File: config.mk
export PLATFORM = sky130hd
export DESIGN_NAME = sorted_key_value_table
export DESIGN_NICKNAME = d
export VERILOG_FILES = /design/src/sv/skvt_pkg.sv /design/src/sv/skvt_mem.sv /design/src/sv/skvt_seq.sv /design/src/sv/sorted_key_value_table.sv
export SDC_FILE = /design/constraint.sdc
export NUM_CORES = 2
export LEC_CHECK = 0
export ABC_CLOCK_PERIOD_IN_PS = 13700
export BUFFER_PORTS_ARGS = -buffer_cell sky130_fd_sc_hd__buf_2
export CORE_MARGIN = 5
export CORE_UTILIZATION = 45
export CTS_BUF_LIST = sky130_fd_sc_hd__clkbuf_4 sky130_fd_sc_hd__clkbuf_8
export DETAILED_ROUTE_END_ITERATION = 16
export SLEW_MARGIN = 0
export SYNTH_ARGS = -nofsm -noshare
export SYNTH_HDL_FRONTEND = slang
export SYNTH_SLANG_ARGS = --single-unit
File: constraint.sdc
create_clock -name clk_i -period 13.7 [get_ports clk_i]
set_input_delay 2.74 -clock clk_i [delete_from_list [all_inputs] [get_ports clk_i]]
set_output_delay 2.74 -clock clk_i [all_outputs]
set_load 0.05 [all_outputs]
File: src/sv/skvt_pkg.sv
// shared types for the sorted key and value table
// state and opcode encodings used by the sequencer
package skvt_pkg;

  localparam int unsigned CapacityDef  = 16;
  localparam int unsigned ValueBitsDef = 64;
  localparam int unsigned KeyBits      = 32;
  localparam int unsigned ValueWidth   = 64;
  localparam int unsigned CountBits    = 5;

  typedef enum logic [1:0] {
    OP_INSERT = 2'd0,
    OP_REMOVE = 2'd1,
    OP_LOOKUP = 2'd2
  } opcode_e;

  typedef enum logic [2:0] {
    ST_IDLE,
    ST_READ,
    ST_CMP,
    ST_EXEC,
    ST_SHRD,
    ST_SHWR,
    ST_RESP
  } state_e;

endpackage

File: src/sv/skvt_mem.sv
// entry memory holding key and value pairs, one write and one registered read per cycle
// depends on nothing but its parameters
module skvt_mem #(
  parameter int unsigned CAPACITY = 16,
  parameter int unsigned WIDTH    = 96
) (
  input  logic                                       clk_i,
  input  logic                                       we_i,
  input  logic [((CAPACITY > 1) ? $clog2(CAPACITY) : 1)-1:0] waddr_i,
  input  logic [WIDTH-1:0]                           wdata_i,
  input  logic                                       re_i,
  input  logic [((CAPACITY > 1) ? $clog2(CAPACITY) : 1)-1:0] raddr_i,
  output logic [WIDTH-1:0]                           rdata_o
);

  logic [WIDTH-1:0] mem_q [CAPACITY];
  logic [WIDTH-1:0] rdata_q;

  always_ff @(posedge clk_i) begin
    if (we_i) begin
      mem_q[waddr_i] <= wdata_i;
    end
    if (re_i) begin
      rdata_q <= mem_q[raddr_i];
    end
  end

  assign rdata_o = rdata_q;

endmodule

File: src/sv/skvt_seq.sv
// sequencer with the shared key comparator: linear search, then shift one entry per ST_SHRD and ST_SHWR pair
// depends on skvt_pkg; drives the ports of skvt_mem
module skvt_seq #(
  parameter int unsigned CAPACITY   = skvt_pkg::CapacityDef,
  parameter int unsigned VALUE_BITS = skvt_pkg::ValueBitsDef,
  localparam int unsigned AW = (CAPACITY > 1) ? $clog2(CAPACITY) : 1,
  localparam int unsigned CW = $clog2(CAPACITY + 1),
  localparam int unsigned EW = skvt_pkg::KeyBits + VALUE_BITS
) (
  input  logic                  clk_i,
  input  logic                  rst_ni,
  input  logic                  in_valid_i,
  output logic                  in_ready_o,
  input  logic [1:0]            opcode_i,
  input  logic signed [31:0]    key_i,
  input  logic [63:0]           value_in_i,
  output logic                  out_valid_o,
  input  logic                  out_ready_i,
  output logic                  found_o,
  output logic [63:0]           value_out_o,
  output logic                  status_o,
  output logic [4:0]            entry_count_o,
  output logic                  mem_we_o,
  output logic [AW-1:0]         mem_waddr_o,
  output logic [EW-1:0]         mem_wdata_o,
  output logic                  mem_re_o,
  output logic [AW-1:0]         mem_raddr_o,
  input  logic [EW-1:0]         mem_rdata_i
);

  skvt_pkg::state_e state_q, state_d;

  logic [1:0]            op_q, op_d;
  logic signed [31:0]    key_q, key_d;
  logic [VALUE_BITS-1:0] val_q, val_d;
  logic [CW-1:0]         idx_q, idx_d;
  logic [CW-1:0]         pos_q, pos_d;
  logic [CW-1:0]         count_q, count_d;
  logic                  hit_q, hit_d;
  logic                  status_q, status_d;
  logic [VALUE_BITS-1:0] rval_q, rval_d;

  logic                  ovalid_q, ovalid_d;
  logic                  ofound_q, ofound_d;
  logic [63:0]           ovalue_q, ovalue_d;
  logic                  ostatus_q, ostatus_d;
  logic [4:0]            ocount_q, ocount_d;

  logic signed [31:0]    rkey;
  logic [VALUE_BITS-1:0] rval;
  logic                  key_less;
  logic                  key_equal;
  logic                  full;
  logic                  in_beat;
  logic                  out_free;
  logic [CW-1:0]         idx_inc;
  logic [CW-1:0]         idx_dec;
  logic [63:0]           rval_ext;

  assign rkey      = mem_rdata_i[VALUE_BITS +: 32];
  assign rval      = mem_rdata_i[VALUE_BITS-1:0];
  assign key_less  = rkey < key_q;
  assign key_equal = rkey == key_q;
  assign full      = count_q == CW'(CAPACITY);
  assign in_beat   = in_valid_i && in_ready_o;
  assign out_free  = !ovalid_q || out_ready_i;
  assign idx_inc   = idx_q + CW'(1);
  assign idx_dec   = idx_q - CW'(1);

  always_comb begin
    rval_ext                   = '0;
    rval_ext[VALUE_BITS-1:0]   = rval_q;
  end

  // next state
  always_comb begin
    state_d = state_q;
    unique case (state_q)
      skvt_pkg::ST_IDLE: begin
        if (in_beat) begin
          if (opcode_i == skvt_pkg::OP_INSERT || opcode_i == skvt_pkg::OP_REMOVE ||
              opcode_i == skvt_pkg::OP_LOOKUP) begin
            state_d = skvt_pkg::ST_READ;
          end else begin
            state_d = skvt_pkg::ST_RESP;
          end
        end
      end
      skvt_pkg::ST_READ: begin
        state_d = (idx_q == count_q) ? skvt_pkg::ST_EXEC : skvt_pkg::ST_CMP;
      end
      skvt_pkg::ST_CMP: begin
        state_d = key_less ? skvt_pkg::ST_READ : skvt_pkg::ST_EXEC;
      end
      skvt_pkg::ST_EXEC: begin
        state_d = skvt_pkg::ST_RESP;
        if (op_q == skvt_pkg::OP_INSERT && !hit_q && !full) begin
          state_d = skvt_pkg::ST_SHRD;
        end else if (op_q == skvt_pkg::OP_REMOVE && hit_q) begin
          state_d = skvt_pkg::ST_SHRD;
        end
      end
      skvt_pkg::ST_SHRD: begin
        if (op_q == skvt_pkg::OP_INSERT) begin
          state_d = (idx_q == pos_q) ? skvt_pkg::ST_RESP : skvt_pkg::ST_SHWR;
        end else begin
          state_d = (idx_inc == count_q) ? skvt_pkg::ST_RESP : skvt_pkg::ST_SHWR;
        end
      end
      skvt_pkg::ST_SHWR: begin
        state_d = skvt_pkg::ST_SHRD;
      end
      skvt_pkg::ST_RESP: begin
        if (out_free) begin
          state_d = skvt_pkg::ST_IDLE;
        end
      end
      default: begin
        state_d = skvt_pkg::ST_IDLE;
      end
    endcase
  end

  // datapath and memory control
  always_comb begin
    op_d        = op_q;
    key_d       = key_q;
    val_d       = val_q;
    idx_d       = idx_q;
    pos_d       = pos_q;
    count_d     = count_q;
    hit_d       = hit_q;
    status_d    = status_q;
    rval_d      = rval_q;
    ovalid_d    = ovalid_q && !out_ready_i;
    ofound_d    = ofound_q;
    ovalue_d    = ovalue_q;
    ostatus_d   = ostatus_q;
    ocount_d    = ocount_q;
    in_ready_o  = 1'b0;
    mem_we_o    = 1'b0;
    mem_waddr_o = pos_q[AW-1:0];
    mem_wdata_o = {key_q, val_q};
    mem_re_o    = 1'b0;
    mem_raddr_o = idx_q[AW-1:0];
    unique case (state_q)
      skvt_pkg::ST_IDLE: begin
        in_ready_o = 1'b1;
        if (in_beat) begin
          op_d     = opcode_i;
          key_d    = key_i;
          val_d    = value_in_i[VALUE_BITS-1:0];
          idx_d    = '0;
          hit_d    = 1'b0;
          status_d = 1'b0;
          rval_d   = '0;
        end
      end
      skvt_pkg::ST_READ: begin
        if (idx_q == count_q) begin
          pos_d = idx_q;
          hit_d = 1'b0;
        end else begin
          mem_re_o = 1'b1;
        end
      end
      skvt_pkg::ST_CMP: begin
        if (key_less) begin
          idx_d = idx_inc;
        end else begin
          pos_d  = idx_q;
          hit_d  = key_equal;
          rval_d = rval;
        end
      end
      skvt_pkg::ST_EXEC: begin
        if (op_q == skvt_pkg::OP_INSERT) begin
          if (hit_q) begin
            mem_we_o = 1'b1;
          end else if (full) begin
            status_d = 1'b1;
          end else begin
            idx_d = count_q;
          end
        end else if (op_q == skvt_pkg::OP_REMOVE && hit_q) begin
          idx_d = pos_q;
        end
      end
      skvt_pkg::ST_SHRD: begin
        if (op_q == skvt_pkg::OP_INSERT) begin
          if (idx_q == pos_q) begin
            mem_we_o = 1'b1;
            count_d  = count_q + CW'(1);
          end else begin
            mem_re_o    = 1'b1;
            mem_raddr_o = idx_dec[AW-1:0];
          end
        end else begin
          if (idx_inc == count_q) begin
            count_d = count_q - CW'(1);
          end else begin
            mem_re_o    = 1'b1;
            mem_raddr_o = idx_inc[AW-1:0];
          end
        end
      end
      skvt_pkg::ST_SHWR: begin
        mem_we_o    = 1'b1;
        mem_waddr_o = idx_q[AW-1:0];
        mem_wdata_o = mem_rdata_i;
        idx_d       = (op_q == skvt_pkg::OP_INSERT) ? idx_dec : idx_inc;
      end
      skvt_pkg::ST_RESP: begin
        if (out_free) begin
          ovalid_d  = 1'b1;
          ofound_d  = hit_q;
          ovalue_d  = (op_q == skvt_pkg::OP_LOOKUP && hit_q) ? rval_ext : '0;
          ostatus_d = status_q;
          ocount_d  = 5'(count_q);
        end
      end
      default: begin
      end
    endcase
  end

  always_ff @(posedge clk_i or negedge rst_ni) begin
    if (!rst_ni) begin
      state_q  <= skvt_pkg::ST_IDLE;
      count_q  <= '0;
      ovalid_q <= 1'b0;
    end else begin
      state_q  <= state_d;
      count_q  <= count_d;
      ovalid_q <= ovalid_d;
    end
  end

  always_ff @(posedge clk_i) begin
    op_q      <= op_d;
    key_q     <= key_d;
    val_q     <= val_d;
    idx_q     <= idx_d;
    pos_q     <= pos_d;
    hit_q     <= hit_d;
    status_q  <= status_d;
    rval_q    <= rval_d;
    ofound_q  <= ofound_d;
    ovalue_q  <= ovalue_d;
    ostatus_q <= ostatus_d;
    ocount_q  <= ocount_d;
  end

  assign out_valid_o   = ovalid_q;
  assign found_o       = ofound_q;
  assign value_out_o   = ovalue_q;
  assign status_o      = ostatus_q;
  assign entry_count_o = ocount_q;

endmodule

File: src/sv/sorted_key_value_table.sv
// the search compares entries in order and stops at slot p or after all n entries; the
// unused opcode goes straight to the result; a new key inserted into a non-full table
// moves p..n-1 up, a remove hit moves p+1..n-1 down; one memory port pair serves each step
// throughput: one beat at a time, the next is taken once the result register is loaded
// reset clears the entry count and the control state; the entry memory is not cleared
// top level of the sorted key and value table, depends on skvt_pkg, skvt_mem and skvt_seq
module sorted_key_value_table #(
  parameter int unsigned CAPACITY   = skvt_pkg::CapacityDef,
  parameter int unsigned VALUE_BITS = skvt_pkg::ValueBitsDef
) (
  input  logic               clk_i,
  input  logic               rst_ni,
  input  logic               in_valid_i,
  output logic               in_ready_o,
  input  logic [1:0]         opcode_i,
  input  logic signed [31:0] key_i,
  input  logic [63:0]        value_in_i,
  output logic               out_valid_o,
  input  logic               out_ready_i,
  output logic               found_o,
  output logic [63:0]        value_out_o,
  output logic               status_o,
  output logic [4:0]         entry_count_o
);

  localparam int unsigned AW = (CAPACITY > 1) ? $clog2(CAPACITY) : 1;
  localparam int unsigned EW = skvt_pkg::KeyBits + VALUE_BITS;

  logic          mem_we;
  logic [AW-1:0] mem_waddr;
  logic [EW-1:0] mem_wdata;
  logic          mem_re;
  logic [AW-1:0] mem_raddr;
  logic [EW-1:0] mem_rdata;

  skvt_mem #(
    .CAPACITY (CAPACITY),
    .WIDTH    (EW)
  ) u_mem (
    .clk_i   (clk_i),
    .we_i    (mem_we),
    .waddr_i (mem_waddr),
    .wdata_i (mem_wdata),
    .re_i    (mem_re),
    .raddr_i (mem_raddr),
    .rdata_o (mem_rdata)
  );

  skvt_seq #(
    .CAPACITY   (CAPACITY),
    .VALUE_BITS (VALUE_BITS)
  ) u_seq (
    .clk_i         (clk_i),
    .rst_ni        (rst_ni),
    .in_valid_i    (in_valid_i),
    .in_ready_o    (in_ready_o),
    .opcode_i      (opcode_i),
    .key_i         (key_i),
    .value_in_i    (value_in_i),
    .out_valid_o   (out_valid_o),
    .out_ready_i   (out_ready_i),
    .found_o       (found_o),
    .value_out_o   (value_out_o),
    .status_o      (status_o),
    .entry_count_o (entry_count_o),
    .mem_we_o      (mem_we),
    .mem_waddr_o   (mem_waddr),
    .mem_wdata_o   (mem_wdata),
    .mem_re_o      (mem_re),
    .mem_raddr_o   (mem_raddr),
    .mem_rdata_i   (mem_rdata)
  );

  a_refused_not_found : assert property (@(posedge clk_i) disable iff (!rst_ni)
    out_valid_o && status_o |-> !found_o)
    else $error("refused insert reported as hit");

  a_value_needs_hit : assert property (@(posedge clk_i) disable iff (!rst_ni)
    out_valid_o && (value_out_o != 64'd0) |-> found_o)
    else $error("value returned without hit");

  a_busy_after_beat : assert property (@(posedge clk_i) disable iff (!rst_ni)
    in_valid_i && in_ready_o |=> !in_ready_o)
    else $error("input taken while busy");

  a_count_bound : assert property (@(posedge clk_i) disable iff (!rst_ni)
    out_valid_o |-> (CAPACITY > 31) || (entry_count_o <= 5'(CAPACITY)))
    else $error("entry count above capacity");

endmodule
After elaboration in Yosys (flattened, before gate mapping):

Memory sizes are Yosys's and may differ from the RTL's. A register that Yosys moved wholly into a read port is not among the register bits.
Index checks and enable logic that the tools add are counted.

* word-level logic and storage cells: 136
* bits in writable memories: 1536
* bits in registers: 254
* memories: 1

* add/sub/neg operators: 4
* $lt $le $gt $ge: 1
* multiplexer cells: 57
* eq/ne operators: 27
* reduce and logical (&&, ||, !) cells: 31

Memory list
* u_mem.mem_q: words 16, bits a word 96, rd ports 1, clocked after Yosys merged registers in 1, write ports 1, RTL line skvt_mem.sv:16 `logic [WIDTH-1:0] mem_q [CAPACITY];`

Operators by type and width (count)
* 64-bit 2-to-1 mux: 2
* 64-bit case mux with 2 select lines: 1
* 96-bit 2-to-1 mux: 1
* 5-bit 2-to-1 mux: 12
* 32-bit == test: 1
* 32-bit less-than comparator: 1
* 3-bit case mux with 7 select lines: 1
* 1-bit 2-to-1 mux: 20
* 4-bit 2-to-1 mux: 5
* 5-bit case mux with 4 select lines: 1
* 5-bit == test: 3
* 3-bit 2-to-1 mux: 5
* 2-bit by 1-bit != test with 1-bit output, second input constant: 6
* 5-bit by 1-bit adder with 5-bit output, second input constant: 2
* 5-bit case mux with 2 select lines: 1
* 5-bit by 1-bit subtractor with 5-bit output, second input constant: 2
* 3-bit == test, second input constant: 3
* 3-bit AND reduction: 3
* 2-bit 2-to-1 mux: 4
* 2-bit nonzero test: 4
* 3-bit by 2-bit == test with 1-bit output, second input constant: 2
* 1-bit logical AND: 6
* 2-bit != test, second input constant: 3
* 3-bit != test, second input constant: 2
* 17 further kinds: 29

Logic depth before layout (Yosys ltp):

* depth after elaboration: 6
* gate-level depth with buffers: 17
* gate-level depth less buffers: 11

Hierarchy:

From an unflattened synthesis, not the netlist that was laid out.

* cell total of the unflattened synthesis: 3451
* area, all modules: 71905.2 µm²

By module, submodules not included
* skvt_mem: seq. area each 49007.0 µm², cells an instance 2460, area each 60316.6 µm², times used 1
* skvt_seq: seq. area each 7582.3 µm², cells an instance 991, area each 11588.6 µm², times used 1

Worst setup path after synthesis:

OpenSTA, ideal clock, no wires.

* path type: in2reg
* from: input port in_valid_i
* to: register u_seq.rval_q[0], in the netlist u_seq.rval_ext[0], enable pin
* data arrival time: 12.782 ns
* cell stages on the path: 2
* slack: 0.089 ns
* cell sequence: nor2_1 -> a2111oi_0

* cells in the longest elaborated chain, start to end: 3

RTL lines
* start: declaration: RTL line sorted_key_value_table.sv:13 `input logic in_valid_i,`
* 1-bit logical AND: RTL line skvt_seq.sv:65 `assign in_beat = in_valid_i && in_ready_o;`
* 2-bit by 1-bit != test with 1-bit output (no source line)
* 3-bit AND reduction (no source line)
* end signal: assignment: RTL line skvt_seq.sv:247 `rval_q <= rval_d;`
* end: declaration: RTL line skvt_seq.sv:41 `logic [VALUE_BITS-1:0] rval_q, rval_d;`

Every way passes these cells.
A chain may end at the register's enable or synchronous reset.

Worst setup path in the final report:

* from: register u_seq.idx_q[0]
* to: register u_mem.rdata_q[95], in the netlist u_mem.rdata_o[95] (read register of u_mem.mem_q) (data pin)

* cells in the longest elaborated chain, start to end: 5
* elaborated cells between the ends (all ways): 14
* classes of those cells: 2 x add/sub; 3 x eq/ne; 9 x mux

RTL lines
* start: declaration: RTL line skvt_seq.sv:36 `logic [CW-1:0] idx_q, idx_d;`
* start signal: assignment: RTL line skvt_seq.sv:243 `idx_q <= idx_d;`
* 5-bit by 1-bit adder with 5-bit output: RTL line skvt_seq.sv:67 `assign idx_inc = idx_q + CW'(1);`
* 5-bit == test: RTL line skvt_seq.sv:199 `if (idx_inc == count_q) begin`
* 1-bit 2-to-1 mux or 4-bit 2-to-1 mux (tied branches): RTL line skvt_seq.sv:199
* 1-bit 2-to-1 mux or 4-bit 2-to-1 mux (tied branches): RTL line skvt_seq.sv:190 `if (op_q == skvt_pkg::OP_INSERT) begin`
* 1-bit case mux with 2 select lines or 4-bit 2-to-1 mux (tied branches): RTL line skvt_seq.sv:146 `unique case (state_q)`
* end: declaration: RTL line skvt_mem.sv:17 `logic [WIDTH-1:0] rdata_q;`

Several ways; a longest one is shown, not always the timed one.

==> key figures <==
Routing
  • Vias/cell: 5.54
  • Avg WL per Cell: 24.5 um
  • Via count: 43708
  • Residual DRC count: 0
  • Top sig layer: met4
  • Antenna-violating nets left: 0
  • Met2 WL post-DR: 92200 um
  • Drt first-iter violations: 4728
  • Met3 Wirelength: 14000 um
  • Drt total wl: 193000 um
  • DR pass1 iterations: 5
  • Met1 wire length: 80800 um

CTS
  • Skew-Pair Late Insertion Delay: 1060 ps
  • Post-CTS sizing: 0
  • CTS root buf: clkbuf_8
  • CTS tree: built
  • Num Clock Sinks: 1886
  • Max clock buf depth: 4
  • Worst-path clk slew: 60 ps
  • Number of buffers added for setup after CTS: 0
  • H-tree depth: 5
  • Num CTS Buffers: 318
  • CTS Hold Buffers Added: 0

Floorplanning
  • Die area: 0.173 mm2
  • Die H: 416 um
  • Die outline width: 416 um
  • Core ar.: 0.163 mm2
  • Initial core utilization: 45.4%
  • Ports: 175
  • Row count: 148

Final layout
  • Fillers: 13694
  • Fin nets: 5637
  • Share of cells above drive strength 1: 15.4%
  • Most common cell after layout, fill and taps aside: edfxtp_1
  • P&R area growth vs syn: 12.3%
  • Final core occ: 50.9%
  • Most frequent cells in the layout: 1877 x edfxtp_1, 1171 x nor2_1, 630 x nand2_1
  • Fin cells: 7888

Worst setup path
  • Crit-path max FO: 71
  • Required time of the critical path: 14440 ps
  • CP Class: flip-flop to flip-flop
  • Worst setup EP type: flip-flop
  • Crit start category: flip-flop
  • Crit path DAT: 6720 ps

Yosys
  • Sequential share of the synthesized area: 76.5%
  • Yosys top cell area share: 76.1%
  • Area leader, netlist: edfxtp_1
  • Ranking of synthesized cells by area: edfxtp_1 76%, nor2_1 6.0%, nand2_1 3.2%
  • Syn Std Cell Area: 0.0740 mm2
  • Synth Instances: 5198
  • Synth Net Count: 5338
  • Async SR Flop Fraction: 0.477%
  • Mean Syn Cell Area: 14.2 um2
  • Synthesized flop and latch total: 1886
  • Top FF cell, synth: edfxtp_1
  • Post-synth EDFFs: 1877
  • Synth warnings: 0
  • Netlist cell types: 62

STA
  • Final hold vios: 0
  • Slew Limit Fails: 0
  • RSZ-0062 raised after global routing: false
  • Final Skew: 89.9 ps
  • Setup Viol. Count Final: 0
  • Total Neg Setup Slack: 0 ps
  • Period minus WS final: 5980 ps
  • Slew margin rel.: 21.6%
  • Least-Margin Pin Slew: 1170 ps
  • Max Clock Freq: 167 MHz
  • Fin crit share: 43.6%

Global routing
  • Vias in the first global route: 42840
  • Largest net degree at the start of global routing: 151
  • Initial antenna violation count: 5
  • GRT Resource Usage Total: 22.0%
  • First-pass GRT wire length: 285000 um
  • Global route total overflow: 0

Power and ir drop
  • Pwr/cell area: 253 mW/mm2
  • Static Leak: 28.4 nW
  • Power Total: 21.0 mW
  • Peak supply drop: 552 uV

Placed design
  • Final GP Congestion: 0.803
  • PortBufs: 174
  • Placed cells: 7352
  • Dpl hpwl: 94200 um

Flow run
  • # Max-Cap Violations: 0

Status
  • Status: finished, final reports clean

Hold path
  • Hold crit path type: flip-flop to flip-flop
through the flow:
stage          hold slack, ps  cell area [um2]  worst slack [ps]
3_5_place_dp              407            77300              7800
3_3_place_gp              407            77300              7810
5_1_grt                   422            83100              7390
6_report                  418            83100              7720
2_1_floorplan             400            74000              88.6
4_1_cts                   418            83100              7810
metal layers:
| metal | GRT usage (%) | up-vias |
|---|---|---|
| met1 | 30.3 | 21983 |
| met4 | 7.64 | 0 |
| li1 | - | 19529 |
| met2 | 35.5 | 1827 |
| met3 | 3.95 | 369 |
| met5 | 0 | - |
flip-flops by register name (all words and copies together) (netlist names), 32 cells and up:
name / cells
u_mem.mem_q: 1536
u_mem.rdata_o: 96
u_seq.key_q: 32
u_seq.rval_ext: 64
u_seq.val_q: 64
u_seq.value_out_o: 64
worst max-delay path, stage by stage, from the launching register on:
cell,delay (ps)
edfxtp_1,610
inv_1,270
ha_1,460
xor2_1,200
nor2_1,180
nand4_4,190
mux2i_1,210
nand2_4,310
buf_4,770
buf_4,860
buf_4,700
mux4_2,410
and2_1,170
a31oi_1,180
a211oi_1,100
area by class of cell:
cell class	instances	area, um2	area share (%)
Antenna cell	6	15.0	0.0181
Clock buffer	427	5240	6.30
Timing Repair Buffer	277	1770	2.13
Inverter	41	154	0.185
Sequential cell	1886	56600	68.1
Clock inverter	103	519	0.625
Tap cell	2175	2720	3.27
Multi-Input combinational cell	2973	16100	19.4
path summary, 6_finish.rpt:
path                                     startpoint                           end  slack [ps]  cells after the start
max                        u_seq.idx_q[0]$_DFFE_PP_   u_mem.rdata_o[95]$_DFFE_PP_        7720                     14
min                        u_seq.status_q$_DFFE_PP_      u_seq.status_o$_DFFE_PP_         420                      0
max reg2reg                u_seq.idx_q[0]$_DFFE_PP_   u_mem.rdata_o[95]$_DFFE_PP_        7720                     14
min reg2reg                u_seq.status_q$_DFFE_PP_      u_seq.status_o$_DFFE_PP_         420                      0
max in group asynchronous                    rst_ni  u_seq.count_q[2]$_DFFE_PN0P_       11910                      1
min in group asynchronous                    rst_ni  u_seq.state_q[1]$_DFFE_PN0P_        1580                      1
logic make-up (layout without fill, tap and decap cells):
logic type / count (synthesis) / count (layout) / synth area share [%]
AOI/OAI and AO/OA: 504 / 504 / 4.41
xor gates and xnor gates: 28 / 28 / 0.390
adders and majority gates: 38 / 38 / 0.652
buffers and inverters: 339 / 848 / 2.11
DFF: 1886 / 1886 / 76.5
muxes: 100 / 100 / 2.98
other: 0 / 6 / 0
and+or+nand+nor: 2303 / 2303 / 13.0
where the power goes:
group          internal, mW  leakage, nW  switching, mW
clock network          2.52         3.07           2.16
logic                  2.54         8.20           5.80
registers              7.72         17.2          0.311
total                  12.8         28.4           8.27
cells in the mapped netlist, drive strengths merged (3+ instances only):
| master | number |
|---|---|
| o211ai | 4 |
| nand3 | 200 |
| ha | 37 |
| nor3 | 9 |
| inv | 41 |
| nand2b | 4 |
| buf | 159 |
| mux2i | 3 |
| mux4 | 96 |
| nand4 | 5 |
| a21oi | 21 |
| nand2 | 633 |
| a31oi | 104 |
| clkbuf | 139 |
| and2 | 229 |
| nor2b | 7 |
| xnor2 | 13 |
| and3 | 11 |
| or3 | 5 |
| a21o | 13 |
| o21a | 4 |
| a211oi | 97 |
| nor2 | 1190 |
| xor2 | 14 |
| o21ai | 50 |
| o22ai | 195 |
| edfxtp | 1877 |
| dfrtp | 9 |
Note: power is estimated with default switching activity, not from simulation.
